<file path="src/rtl/core/bmhpq_pkg.sv">
`timescale 1ns / 1ps
// ----------------------------------------------------------------------------
// Binary max-heap priority queue package
// Shared widths, codes and bundles of the heap priority queue.
// ----------------------------------------------------------------------------
package bmhpq_pkg;

	localparam int HEAP_DEPTH = 1024;
	localparam int ADDR_W     = $clog2(HEAP_DEPTH);
	localparam int KEY_W      = 32;
	localparam int POS_W      = 11;
	localparam int CNT_W      = 11;
	localparam int STATUS_W   = 3;
	localparam int OPCODE_W   = 2;
	localparam int TDATA_W    = 48;

	typedef enum logic [OPCODE_W-1:0] {
		OP_INSERT   = 2'd0,
		OP_EXTRACT  = 2'd1,
		OP_INCREASE = 2'd2,
		OP_PEEK     = 2'd3
	} opcode_t;

	typedef enum logic [STATUS_W-1:0] {
		STAT_OK      = 3'd0,
		STAT_EMPTY   = 3'd1,
		STAT_FULL    = 3'd2,
		STAT_SMALLER = 3'd3,
		STAT_BADPOS  = 3'd4
	} status_t;

	typedef enum logic [3:0] {
		S_IDLE,
		S_DISPATCH,
		S_ROOT_WAIT,
		S_INC_WAIT,
		S_UP_RD,
		S_UP_CMP,
		S_DN_RD,
		S_DN_CMP,
		S_RESP
	} state_t;

	typedef struct packed {
		opcode_t                  opcode;
		logic signed [KEY_W-1:0]  key;
		logic [POS_W-1:0]         position;
	} cmd_t;

	typedef struct packed {
		logic signed [KEY_W-1:0]  result_key;
		status_t                  status;
		logic [CNT_W-1:0]         occupancy;
	} resp_t;

	typedef struct packed {
		logic              we;
		logic [ADDR_W-1:0] waddr;
		logic [KEY_W-1:0]  wdata;
		logic [ADDR_W-1:0] raddr_a;
		logic [ADDR_W-1:0] raddr_b;
	} ram_req_t;

endpackage

</file>
<file path="src/rtl/core/bmhpq_ctrl.sv">
`timescale 1ns / 1ps
// ----------------------------------------------------------------------------
// Heap operation sequencer
// Runs one operation at a time as a walk of read, compare and write steps
// over the heap RAM, and keeps the entry count.
// ----------------------------------------------------------------------------
module bmhpq_ctrl (
	input  logic                                 clk,
	input  logic                                 arst_n,
	input  logic                                 in_valid,
	output logic                                 in_ready,
	input  bmhpq_pkg::cmd_t                      in_cmd,
	output logic                                 resp_valid,
	input  logic                                 resp_ready,
	output bmhpq_pkg::resp_t                     resp,
	output bmhpq_pkg::ram_req_t                  ram_req,
	input  logic [bmhpq_pkg::KEY_W-1:0]          rdata_a,
	input  logic [bmhpq_pkg::KEY_W-1:0]          rdata_b
);

	localparam int CHILD_W = bmhpq_pkg::CNT_W + 1;

	bmhpq_pkg::state_t                    state_q;
	bmhpq_pkg::state_t                    state_d;
	bmhpq_pkg::opcode_t                   op_q;
	logic signed [bmhpq_pkg::KEY_W-1:0]   key_q;
	logic signed [bmhpq_pkg::KEY_W-1:0]   v_q;
	logic signed [bmhpq_pkg::KEY_W-1:0]   res_q;
	bmhpq_pkg::status_t                   st_q;
	logic [bmhpq_pkg::CNT_W-1:0]          pos_q;
	logic [bmhpq_pkg::CNT_W-1:0]          cnt_q;

	logic [bmhpq_pkg::CNT_W-1:0]          parent_pos;
	logic [CHILD_W-1:0]                   child_pos;
	logic                                 child_in;
	logic                                 right_in;
	logic                                 take_right;
	logic [bmhpq_pkg::KEY_W-1:0]          big_key;
	logic                                 up_move;
	logic                                 dn_move;
	logic                                 inc_smaller;
	logic                                 is_full;
	logic                                 is_empty;
	logic                                 bad_pos;

	function automatic logic [bmhpq_pkg::ADDR_W-1:0] pos2addr(
		input logic [CHILD_W-1:0] p
	);
		logic [CHILD_W-1:0] a;
		a = p - CHILD_W'(1);
		return a[bmhpq_pkg::ADDR_W-1:0];
	endfunction

	assign parent_pos  = pos_q >> 1;
	assign child_pos   = {pos_q, 1'b0};
	assign child_in    = child_pos <= {1'b0, cnt_q};
	assign right_in    = child_pos < {1'b0, cnt_q};
	assign take_right  = right_in && ($signed(rdata_a) < $signed(rdata_b));
	assign big_key     = take_right ? rdata_b : rdata_a;
	assign up_move     = $signed(rdata_a) < v_q;
	assign dn_move     = v_q < $signed(big_key);
	assign inc_smaller = key_q < $signed(rdata_a);
	assign is_full     = cnt_q == bmhpq_pkg::CNT_W'(bmhpq_pkg::HEAP_DEPTH);
	assign is_empty    = cnt_q == '0;
	assign bad_pos     = (pos_q == '0) || (pos_q > cnt_q);

	always_comb begin
		state_d = state_q;
		case (state_q)
			bmhpq_pkg::S_IDLE: begin
				if (in_valid) begin
					state_d = bmhpq_pkg::S_DISPATCH;
				end
			end
			bmhpq_pkg::S_DISPATCH: begin
				case (op_q)
					bmhpq_pkg::OP_INSERT:
						state_d = is_full ? bmhpq_pkg::S_RESP : bmhpq_pkg::S_UP_RD;
					bmhpq_pkg::OP_INCREASE:
						state_d = bad_pos ? bmhpq_pkg::S_RESP : bmhpq_pkg::S_INC_WAIT;
					default:
						state_d = is_empty ? bmhpq_pkg::S_RESP : bmhpq_pkg::S_ROOT_WAIT;
				endcase
			end
			bmhpq_pkg::S_ROOT_WAIT: begin
				if (op_q == bmhpq_pkg::OP_EXTRACT && cnt_q != bmhpq_pkg::CNT_W'(1)) begin
					state_d = bmhpq_pkg::S_DN_RD;
				end else begin
					state_d = bmhpq_pkg::S_RESP;
				end
			end
			bmhpq_pkg::S_INC_WAIT: begin
				state_d = inc_smaller ? bmhpq_pkg::S_RESP : bmhpq_pkg::S_UP_RD;
			end
			bmhpq_pkg::S_UP_RD: begin
				if (pos_q == bmhpq_pkg::CNT_W'(1)) begin
					state_d = bmhpq_pkg::S_RESP;
				end else begin
					state_d = bmhpq_pkg::S_UP_CMP;
				end
			end
			bmhpq_pkg::S_UP_CMP: begin
				state_d = up_move ? bmhpq_pkg::S_UP_RD : bmhpq_pkg::S_RESP;
			end
			bmhpq_pkg::S_DN_RD: begin
				state_d = child_in ? bmhpq_pkg::S_DN_CMP : bmhpq_pkg::S_RESP;
			end
			bmhpq_pkg::S_DN_CMP: begin
				state_d = dn_move ? bmhpq_pkg::S_DN_RD : bmhpq_pkg::S_RESP;
			end
			bmhpq_pkg::S_RESP: begin
				if (resp_ready) begin
					state_d = bmhpq_pkg::S_IDLE;
				end
			end
			default: state_d = bmhpq_pkg::S_IDLE;
		endcase
	end

	always_comb begin
		ram_req         = '0;
		ram_req.raddr_a = pos2addr({1'b0, pos_q});
		ram_req.raddr_b = pos2addr({1'b0, cnt_q});
		ram_req.waddr   = pos2addr({1'b0, pos_q});
		ram_req.wdata   = v_q;
		in_ready        = 1'b0;
		resp_valid      = 1'b0;
		case (state_q)
			bmhpq_pkg::S_IDLE: begin
				in_ready = 1'b1;
			end
			bmhpq_pkg::S_DISPATCH: begin
				if (op_q == bmhpq_pkg::OP_EXTRACT || op_q == bmhpq_pkg::OP_PEEK) begin
					ram_req.raddr_a = '0;
				end
			end
			bmhpq_pkg::S_UP_RD: begin
				ram_req.raddr_a = pos2addr({1'b0, parent_pos});
				ram_req.we      = pos_q == bmhpq_pkg::CNT_W'(1);
			end
			bmhpq_pkg::S_UP_CMP: begin
				ram_req.we = 1'b1;
				if (up_move) begin
					ram_req.wdata = rdata_a;
				end
			end
			bmhpq_pkg::S_DN_RD: begin
				ram_req.raddr_a = pos2addr(child_pos);
				ram_req.raddr_b = child_pos[bmhpq_pkg::ADDR_W-1:0];
				ram_req.we      = !child_in;
			end
			bmhpq_pkg::S_DN_CMP: begin
				ram_req.we = 1'b1;
				if (dn_move) begin
					ram_req.wdata = big_key;
				end
			end
			bmhpq_pkg::S_RESP: begin
				resp_valid = 1'b1;
			end
			default: begin
				in_ready = 1'b0;
			end
		endcase
	end

	always_ff @(posedge clk or negedge arst_n) begin
		if (!arst_n) begin
			state_q <= bmhpq_pkg::S_IDLE;
			cnt_q   <= '0;
		end else begin
			state_q <= state_d;
			if (state_q == bmhpq_pkg::S_DISPATCH && op_q == bmhpq_pkg::OP_INSERT
			    && !is_full) begin
				cnt_q <= cnt_q + bmhpq_pkg::CNT_W'(1);
			end
			if (state_q == bmhpq_pkg::S_ROOT_WAIT && op_q == bmhpq_pkg::OP_EXTRACT) begin
				cnt_q <= cnt_q - bmhpq_pkg::CNT_W'(1);
			end
		end
	end

	always_ff @(posedge clk) begin
		case (state_q)
			bmhpq_pkg::S_IDLE: begin
				op_q  <= in_cmd.opcode;
				key_q <= in_cmd.key;
				pos_q <= in_cmd.position;
				res_q <= '0;
				st_q  <= bmhpq_pkg::STAT_OK;
			end
			bmhpq_pkg::S_DISPATCH: begin
				case (op_q)
					bmhpq_pkg::OP_INSERT: begin
						v_q   <= key_q;
						pos_q <= cnt_q + bmhpq_pkg::CNT_W'(1);
						if (is_full) begin
							st_q <= bmhpq_pkg::STAT_FULL;
						end
					end
					bmhpq_pkg::OP_INCREASE: begin
						if (bad_pos) begin
							st_q <= bmhpq_pkg::STAT_BADPOS;
						end
					end
					default: begin
						if (is_empty) begin
							st_q <= bmhpq_pkg::STAT_EMPTY;
						end
					end
				endcase
			end
			bmhpq_pkg::S_ROOT_WAIT: begin
				res_q <= $signed(rdata_a);
				v_q   <= $signed(rdata_b);
				pos_q <= bmhpq_pkg::CNT_W'(1);
			end
			bmhpq_pkg::S_INC_WAIT: begin
				v_q <= key_q;
				if (inc_smaller) begin
					st_q <= bmhpq_pkg::STAT_SMALLER;
				end
			end
			bmhpq_pkg::S_UP_CMP: begin
				if (up_move) begin
					pos_q <= parent_pos;
				end
			end
			bmhpq_pkg::S_DN_CMP: begin
				if (dn_move) begin
					pos_q <= take_right ? child_pos[bmhpq_pkg::CNT_W-1:0] + bmhpq_pkg::CNT_W'(1)
					                    : child_pos[bmhpq_pkg::CNT_W-1:0];
				end
			end
			default: begin
				res_q <= res_q;
			end
		endcase
	end

	assign resp.result_key = res_q;
	assign resp.status     = st_q;
	assign resp.occupancy  = cnt_q;

	a_cnt_bound: assert property (@(posedge clk) disable iff (!arst_n)
		cnt_q <= bmhpq_pkg::CNT_W'(bmhpq_pkg::HEAP_DEPTH))
		else $error("entry count exceeds heap depth");

	a_up_not_root: assert property (@(posedge clk) disable iff (!arst_n)
		state_q == bmhpq_pkg::S_UP_CMP |-> pos_q > bmhpq_pkg::CNT_W'(1))
		else $error("sift-up compared at the root");

	a_dn_child_valid: assert property (@(posedge clk) disable iff (!arst_n)
		state_q == bmhpq_pkg::S_DN_CMP |-> child_pos <= {1'b0, cnt_q})
		else $error("sift-down compared a child beyond the last entry");

	a_extract_shrinks: assert property (@(posedge clk) disable iff (!arst_n)
		(state_q == bmhpq_pkg::S_ROOT_WAIT && op_q == bmhpq_pkg::OP_EXTRACT)
		|=> cnt_q == $past(cnt_q) - bmhpq_pkg::CNT_W'(1))
		else $error("extract did not remove one entry");

endmodule

</file>
<file path="config.mk">
export PLATFORM = sky130hd
export DESIGN_NAME = bmhpq_ctrl
export DESIGN_NICKNAME = d
export VERILOG_FILES = /design/src/rtl/core/bmhpq_pkg.sv /design/src/rtl/core/bmhpq_ctrl.sv
export SDC_FILE = /design/constraint.sdc
export NUM_CORES = 1
export LEC_CHECK = 0
export BUFFER_PORTS_ARGS = -buffer_cell sky130_fd_sc_hd__buf_2
export CORE_MARGIN = 1.5
export CORE_UTILIZATION = 62
export DETAILED_ROUTE_END_ITERATION = 8
export PLACE_DENSITY = 0.88
export SYNTH_ARGS = -nofsm -noshare
export SYNTH_HDL_FRONTEND = slang
export SYNTH_SLANG_ARGS = --single-unit
</file>
<file path="constraint.sdc">
create_clock -name clk -period 16.66 [get_ports clk]
set_input_delay 4.165 -clock clk [delete_from_list [all_inputs] [get_ports clk]]
set_output_delay 4.165 -clock clk [all_outputs]
set_load 0.005 [all_outputs]
</file>
-- Yosys cells after proc, flatten, opt, wreduce, memory -nomap -nowiden
Cells that the tools add are included.
- flip-flop bits (word level): 127
- input port bits: 113
- output and inout port bits: 111
- logic and storage cells: 107
- $add $sub $neg: 7
- order comparisons: 7
- equality and inequality tests: 23
- multiplexer cells: 39
- reductions and logical operators: 23
- operator list (cell ; count):
    $lt A32 B32 Y1 ; 4
    $mux W32 ; 4
    $pmux W32 S2 ; 2
    $pmux W32 S3 ; 1
    $mux W11 ; 6
    $pmux W11 S5 ; 1
    $mux W4 ; 11
    $sub A10 B1 Y10 const B ; 4
    $pmux W4 S9 ; 1
    $pmux W10 S3 ; 1
    $add A11 B1 Y11 const B ; 2
    $logic_not A11 Y1 ; 2
    $mux W10 ; 2
    $eq A4 B3 Y1 const B ; 4
    $le A12 B11 Y1 ; 1
    $lt A12 B11 Y1 ; 1
    $mux W3 ; 4
    $eq A11 B1 Y1 const B ; 1
    $eq A11 B11 Y1 const B ; 1
    $gt A11 B11 Y1 ; 1
    $ne A11 B1 Y1 const B ; 1
    $sub A11 B1 Y11 const B ; 1
    $ne A2 B2 Y1 const B ; 5
    $pmux W3 S3 ; 1
    other kinds (24) ; 37

-- Longest topological paths before layout
Gate-level depths: netlist of the first run.
- word-level depth: 6
- depth in mapped cells: 24
- mapped depth without buffers: 19

-- Worst setup path before layout of the first run
OpenSTA, ideal clock, no wires.
- kind: input-to-output
- from: input rdata_b[5] (netlist bit)
- to: output ram_req[25] (netlist bit)
- arrival time: 8703 ps
- required time: 12495 ps
- slack: 3792 ps
- stages on the path: 23
- path buffers: 4
- cell sequence: inv_1 -> ha_1 -> a21oi_1 -> o21ai_0 -> a221oi_1 -> nor3b_1 -> or4b_1 -> buf_2 -> and2_1 -> buf_2 -> buf_6 -> a21oi_1 -> ha_1 -> a21o_1 -> a21o_1 -> a211oi_1 -> a211o_1 -> nand2_1 -> o32ai_1 -> o31a_2 -> buf_2 -> a311oi_1 -> or3_1
- RTL lines (item ; line ; text):
    from (decl) ; bmhpq_ctrl.sv:18 ; input logic [bmhpq_pkg::KEY_W-1:0] rdata_b
    to (decl) ; bmhpq_ctrl.sv:16 ; output bmhpq_pkg::ram_req_t ram_req,

==> results_dict.tcl, run 1 <==
set metrics [dict create \
    hold_end "v_q[10]" \
    start_util 0.6317 \
    overflow 0 \
    synth_top_area_share 0.2974 \
    layout-drive-gt1-share 0.2255 \
    yosys.area.top_type "edfxtp_1" \
    fin_crit_sh 0.8927 \
    grt_pass1_vias 10570 \
    coreArea_um2 17900 \
    cp-end-kind "output pin" \
    cts_tree "yes" \
    dr.pass1.iters 6 \
    ys_ff_latch 127 \
    syn-cell-area_um2 11310 \
    routed_via_density 6.835 \
    drt_wl_total_mm 37.84 \
    finalSetupViolations 0 \
    rsz0062_at_grt "false" \
    path_class "input pin to output pin" \
    gp_congestion 1.013 \
    die_h_um 138.1 \
    grt_max_degree 62 \
    die_area_um2 19060 \
    cp.required_ns 12.49 \
    startpoint_type "input pin" \
    yosys_warnings 0 \
    clk_path_buf_depth 2 \
    timing.fmax_mhz 67.24 \
    cp.arrival_ns 10.71 \
    worst_slew_pin_slew_ns 1.363 \
    cellPowerDensity_nw_per_um2 180.4 \
    cts_setup_buffers 0 \
    wire_per_inst_um 22.91 \
    netlist_instances 1223 \
    rr_endpoint "pos_q[0]" \
    postCtsHoldBufs 0 \
    ys_top_cells_by_area "edfxtp_1 30%, ha_1 17%, a21oi_1 4.8%, inv_1 4.0%, dfrtp_1 3.3%" \
    synth_area_per_cell_um2 9.247 \
    syn_to_final_growth_pct 16.21 \
    row_count 49 \
    max_cap_viol_count 0 \
    worstPathMaxFanout 32 \
    finalClockSkew_ns 0.007706 \
    die_x_um 138.1 \
    syn_nets 1488 \
    slew_violations 0 \
    final.setup.tns_ns 0 \
    vdd_ir_drop_max_uv 107.6 \
    numCtsBuffers 17 \
    hold_depth 1 \
    cts_root_buf "clkbuf_16" \
    ctsResizeCount 0 \
    nets 1671 \
    hold_class "flip-flop to flip-flop" \
    p_leak_nw 5.828 \
    fin_crit_ns 14.87 \
    worst_slew_margin_rel 0.09108 \
    drtAntennaViolNets 0 \
    htreeDepth 4 \
    drc 0 \
    dpl.hpwl_mm 27.31 \
    clock_latency_ns 0.44 \
    portBuffers 223 \
    hp-start "key_q[10]" \
    clk_pin_slew_ns 0.06 \
    status "complete, no violations" \
    totalPowerFinal_w 0.002371 \
    grt_pass1_wl_mm 58.72 \
    via_count 11290 \
    synth_edf_count 112 \
    async_reset_ff_frac 0.1181 \
    synth_cell_types 67 \
    antenna_found_initial 3 \
    r2r_slack_ns 9.94 \
    ys.flop_type "edfxtp_1" \
    hold_viol_final 0 \
    r2r_cells 18 \
    clkSinkCount 127 \
    nFillCells 1335 \
    crit_start "rdata_b[27]" \
    grt_util_all_layers 0.3881 \
    drt_iter0_drc 1494 \
    yosysSeqAreaShare 0.3306 \
    rr_startpoint "pos_q[8]" \
    io_pins 224 \
]
==> cells in the mapped netlist (7+ instances only) <==
library cell / count
a211oi_1: 8
a21o_1: 24
a21oi_1: 108
a22o_1: 30
a22oi_1: 9
a311oi_1: 31
buf_2: 9
clkbuf_1: 53
dfrtp_1: 15
edfxtp_1: 112
ha_1: 152
inv_1: 122
mux2_2: 32
mux2i_1: 10
nand2_1: 55
nand2b_1: 9
nand3_1: 27
nand4_1: 24
nor2_1: 43
nor2b_1: 9
nor3_1: 52
nor4_1: 41
o211ai_1: 7
o21a_1: 12
o21ai_0: 47
o221ai_1: 11
or3_1: 36
xnor2_1: 30
xor2_1: 10
==> power by group <==
group,switching [W],internal [W],leakage (nW)
clock network,0.000157,0.000237,0.295
logic,0.000783,0.000522,4.25
registers,0.000144,0.000528,1.29
total,0.00108,0.00129,5.83
==> cell usage in the layout (no fill, tap or decap), types with 5 or more instances in the layout <==
cell and n:
inv_6 5, buf_2 223, and2_1 5, or3_1 36, nand2b_1 9, dfrtp_1 15, nor3_1 49, a22oi_1 9
clkbuf_16 17, a211oi_1 8, ha_1 152, nand4_1 24, xnor2_1 30, inv_1 122, a21oi_1 108, xor2_1 10
o21a_1 12, a311oi_1 31, nand2_1 55, o221ai_1 11, and3_1 6, mux2_2 32, o211ai_1 7, nor4_1 40
edfxtp_1 112, o21ai_0 47, nand3_1 27, a221oi_1 6, nor2_1 43, nor2b_1 9, mux2i_1 10, a22o_1 30
a21o_1 24, buf_4 15
==> metal layers <==
metal / part of all wire / track usage
met1: 0.40 / 0.5396
met2: 0.44 / 0.5944
met3: 0.12 / 0.07551
met4: 0.045 / 0.1640
met5: 0 / 0
==> state kept, by name (all words and copies together), names as in the netlist <==
name,cells
key_q,32
res_q,32
v_q,32
cnt_q,11
pos_q,11
state_q,4
st_q,3
op_q,2
==> cells by family (layout without fill, tap and decap cells) <==
group	Yosys count	after routing	share of synthesized area
AO/OA/AOI/OAI	335	335	0.2023
XOR/XNOR	40	40	0.03098
adder cells (fa/ha/maj)	152	152	0.1682
buffers and inverters	196	392	0.07003
flip-flops	127	127	0.3306
multiplexers	42	42	0.04071
other	0	4	0
AND/OR/NAND/NOR	331	331	0.1572
==> metrics by stage <==
stage	cells	setup WS, ns	instance area, µm²	util	hold slack [ns]
3_3_place_gp	1616	2.241	12530	0.6997	0.5691
4_1_cts	1648	2.008	13130	0.7336	0.5952
5_1_grt	1651	1.432	13140	0.7340	0.6089
3_5_place_dp	1616	2.069	12530	0.6997	0.5720
2_1_floorplan	1223	3.792	11310	-	0.5420
6_report	1652	1.787	13140	0.7341	0.5937
==> critical path: stages <==
cell and delay, ns:
buf_2 0.09, inv_1 0.06, ha_1 0.31, nand4_1 0.26, nor4_1 0.50, nor3b_1 0.48
or4b_1 0.20, and2_1 0.80, buf_4 0.34, a21oi_1 0.14, ha_1 0.31, a21o_1 0.19
a21o_1 0.19, a211oi_1 0.40, a211o_1 0.15, nand2_1 0.05, o32ai_1 0.50, o31a_2 0.79
a311oi_1 0.21, or3_1 0.41, buf_2 0.15
==> how the worst max path moves through the flow <==
| stage | endpoint | slack (ns) | cells after the start |
|---|---|---|---|
| 6_report | ram_req[38] | 1.79 | 21 |
| 5_1_grt | ram_req[41] | 1.43 | 21 |
| 4_1_cts | ram_req[41] | 2.01 | 20 |
| 3_5_place_dp | ram_req[41] | 2.07 | 20 |
| 3_3_place_gp | ram_req[38] | 2.24 | 20 |
| 2_1_floorplan | ram_req[25] | 3.79 | 23 |
==> layout make-up <==
cell class	instances	area, µm²	area share
flip-flops and latches	127	3739	0.2845
diodes	4	10.01	0.0007616
inverters	122	457.9	0.03484
multi-input cells	900	6814	0.5185
well taps	229	286.5	0.02180
repair buffers	238	1229	0.09349
clock inverters	15	181.4	0.01380
clock buffers	17	425.4	0.03237
Power figures use the tool's default switching activity.
==> run 2: changes to the inputs <==
==> config.mk (replaced) <==
export PLATFORM = sky130hd
export DESIGN_NAME = bmhpq_ctrl
export DESIGN_NICKNAME = d
export VERILOG_FILES = /design/src/rtl/core/bmhpq_pkg.sv /design/src/rtl/core/bmhpq_ctrl.sv
export SDC_FILE = /design/constraint.sdc
export NUM_CORES = 1
export LEC_CHECK = 0
export CORE_MARGIN = 1.5
export CORE_UTILIZATION = 70
export DETAILED_ROUTE_END_ITERATION = 8
export DONT_BUFFER_PORTS = 1
export PLACE_DENSITY = 0.86
export SYNTH_ARGS = -nofsm -noshare
export SYNTH_HDL_FRONTEND = slang
export SYNTH_SLANG_ARGS = --single-unit
==> run 2 against run 1 <==
Compared with the run above: clock skew is 0.0021 ns higher; register-to-register slack better by 0.17 ns; global-route usage is 3.4 points higher; core utilization is 2.6 points higher; critical endpoint is now ram_req[33]; largest cell class unchanged; largest power group unchanged.
==> results_dict.tcl, run 2 (synthesis gave the netlist of run 1 again) <==
set metrics [dict create \
    reg_top3 "key_q (32), res_q (32), v_q (32)" \
    cts_root_buf "clkbuf_16" \
    setup_ws_ns 2.471 \
    switching_share 0.4568 \
    vdd_ir_drop_max_uv 115.7 \
    clock_latency_ns 0.43 \
    clkSinkCount 127 \
    numCtsBuffers 17 \
    crit_buf_inv 2 \
    nets 1449 \
    max_cap_viol_count 0 \
    fin_crit_sh 0.8517 \
    dp_worst_setup_slack_ns 2.669 \
    grt_max_degree 46 \
    grt_pass1_wl_mm 54.23 \
    diodes 0 \
    p_int_w 0.001203 \
    critPathMaxStageDelay_ns 0.80 \
    grt_util_all_layers 0.4225 \
    portBuffers 0 \
    slowest_stage "o31a_2" \
    finalClockSkew_ns 0.009762 \
    drc 0 \
    die_h_um 130.1 \
    dr.pass1.iters 6 \
    hold_viol_final 0 \
    cts_tree "yes" \
    crit_chain "inv_1, ha_1, nand4_1, nor4_1, nor3b_1, or4b_1, buf_4, a21oi_1, a21oi_1, ha_1, a21o_1, a21o_1, a211oi_1, a211o_1, nand2_1, o32ai_1, o31a_2, a311oi_1, or3_1" \
    coreArea_um2 15830 \
    cellPowerDensity_nw_per_um2 184.0 \
    row_count 46 \
    layout_commonest_cell "ha_1" \
    hold_ws_ns 0.5906 \
    fin_crit_ns 14.19 \
    multi_input_area_um2 6814 \
    dp.cells 1381 \
    worst_slew_margin_rel 0.06185 \
    via_count 10510 \
    cp-end-kind "output pin" \
    hold_class "flip-flop to flip-flop" \
    wire_per_inst_um 25.28 \
    worst_slew_pin_slew_ns 1.400 \
    timing.fmax_mhz 70.48 \
    drt_iter0_drc 1431 \
    grt_pass1_vias 9826 \
    placed_cell_area_um2 11400 \
    slew_violations 0 \
    fin_area_um2 12030 \
    nFillCells 1125 \
    antenna_found_initial 0 \
    power.net_switching_w 0.001012 \
    layout-drive-gt1-share 0.08020 \
    dpl.hpwl_mm 26.12 \
    drt_wl_total_mm 35.72 \
    rsz0062_at_grt "false" \
    ctsResizeCount 0 \
    routed_via_density 7.436 \
    cp.arrival_ns 10.02 \
    power_frac_seq 0.308 \
    gp_congestion 0.9544 \
    clockPowerShare 0.181 \
    syn_to_final_growth_pct 6.383 \
    path_delay_family "compound AO/OA/AOI/OAI gates" \
    p_leak_nw 4.940 \
    p_comb_frac 0.511 \
    die_area_um2 16930 \
    cts_setup_buffers 0 \
    worstPathMaxFanout 33 \
    startpoint_type "input pin" \
    clk_pin_slew_ns 0.05 \
    clk_path_buf_depth 2 \
    path_class "input pin to output pin" \
    mostFrequentLayoutCells "152 x ha_1, 122 x inv_1, 112 x edfxtp_1" \
    start_util 0.7145 \
    postCtsHoldBufs 0 \
    regArea_um2 3739 \
    cp.required_ns 12.49 \
    finalSetupViolations 0 \
    fin_cells 1413 \
    final.setup.tns_ns 0 \
    io_pins 224 \
    die_x_um 130.1 \
    status "complete, no violations" \
    overflow 0 \
    htreeDepth 4 \
    drtAntennaViolNets 0 \
]
run 2: changes by cell type in the layout (fill, tap and decap cells not counted), sizes merged:
cell and change:
bufinv +1, diode -4, clkinv -1, buf -222, clkbuf +3, inv -3
run 2: area by class of cell:
cell class	count	share of cell area
inverters	122	0.03806
well taps	216	0.02246
flip-flops and latches	127	0.3107
clock inverters	12	0.01529
clock buffers	20	0.03713
repair buffers	16	0.009983
multi-input cells	900	0.5663
run 2: power groups by stage:
| stage | Clock [W] | Sequential [W] | Combinational (W) |
|---|---|---|---|
| after floorplan | 0 | 0.000606 | 0.000868 |
| after global placement | 0 | 0.000677 | 0.00107 |
| after detailed placement | 0 | 0.000678 | 0.00109 |
| after CTS | 0.000402 | 0.000674 | 0.00110 |
| after global routing | 0.000414 | 0.000694 | 0.00123 |
| final | 0.000402 | 0.000681 | 0.00113 |
run 2: routing by layer:
layer | wire length, µm | vias up | GRT usage
met3 | 4885 | 159 | 0.1164
li1 | - | 4576 | -
met1 | 13590 | 4897 | 0.5604
met2 | 15680 | 875 | 0.6471
met4 | 1572 | 0 | 0.1895
met5 | 0 | - | 0
run 2: per-stage QoR:
stage	utilization	total power, W
after floorplan	-	0.001474
after global placement	0.7203	0.001743
after detailed placement	0.7203	0.001770
after CTS	0.7602	0.002178
after global routing	0.7602	0.002339
final	0.7602	0.002214
run 2: worst paths after layout:
| check | startpoint | to | slack, ns | cells past startpoint |
|---|---|---|---|---|
| worst min register to register | key_q[13] | v_q[13] | 0.59 | 1 |
| worst max register to register | cnt_q[9] | pos_q[0] | 10.11 | 21 |
| max in group asynchronous | arst_n | state_q[2] | 13.16 | 0 |
| min in group asynchronous | arst_n | cnt_q[9] | 3.43 | 0 |
| worst max-delay path | rdata_b[31] | ram_req[33] | 2.47 | 19 |
| worst min-delay path | key_q[13] | v_q[13] | 0.59 | 1 |
run 2: worst register-to-register path, cell delays in order (launching register included):
cell	delay (ns)
dfrtp_1	0.50
inv_1	0.17
ha_1	0.34
a21o_1	0.16
a211o_1	0.31
or2_1	0.27
nor3b_2	0.17
or4b_1	0.49
and2_1	0.18
buf_4	0.26
a21oi_1	0.33
ha_1	0.29
a21o_1	0.18
a21o_1	0.18
a211oi_1	0.36
a211o_1	0.15
nand2_1	0.05
o32ai_1	0.49
o31ai_4	0.31
buf_4	0.30
o211ai_1	0.29
o221a_2	0.44
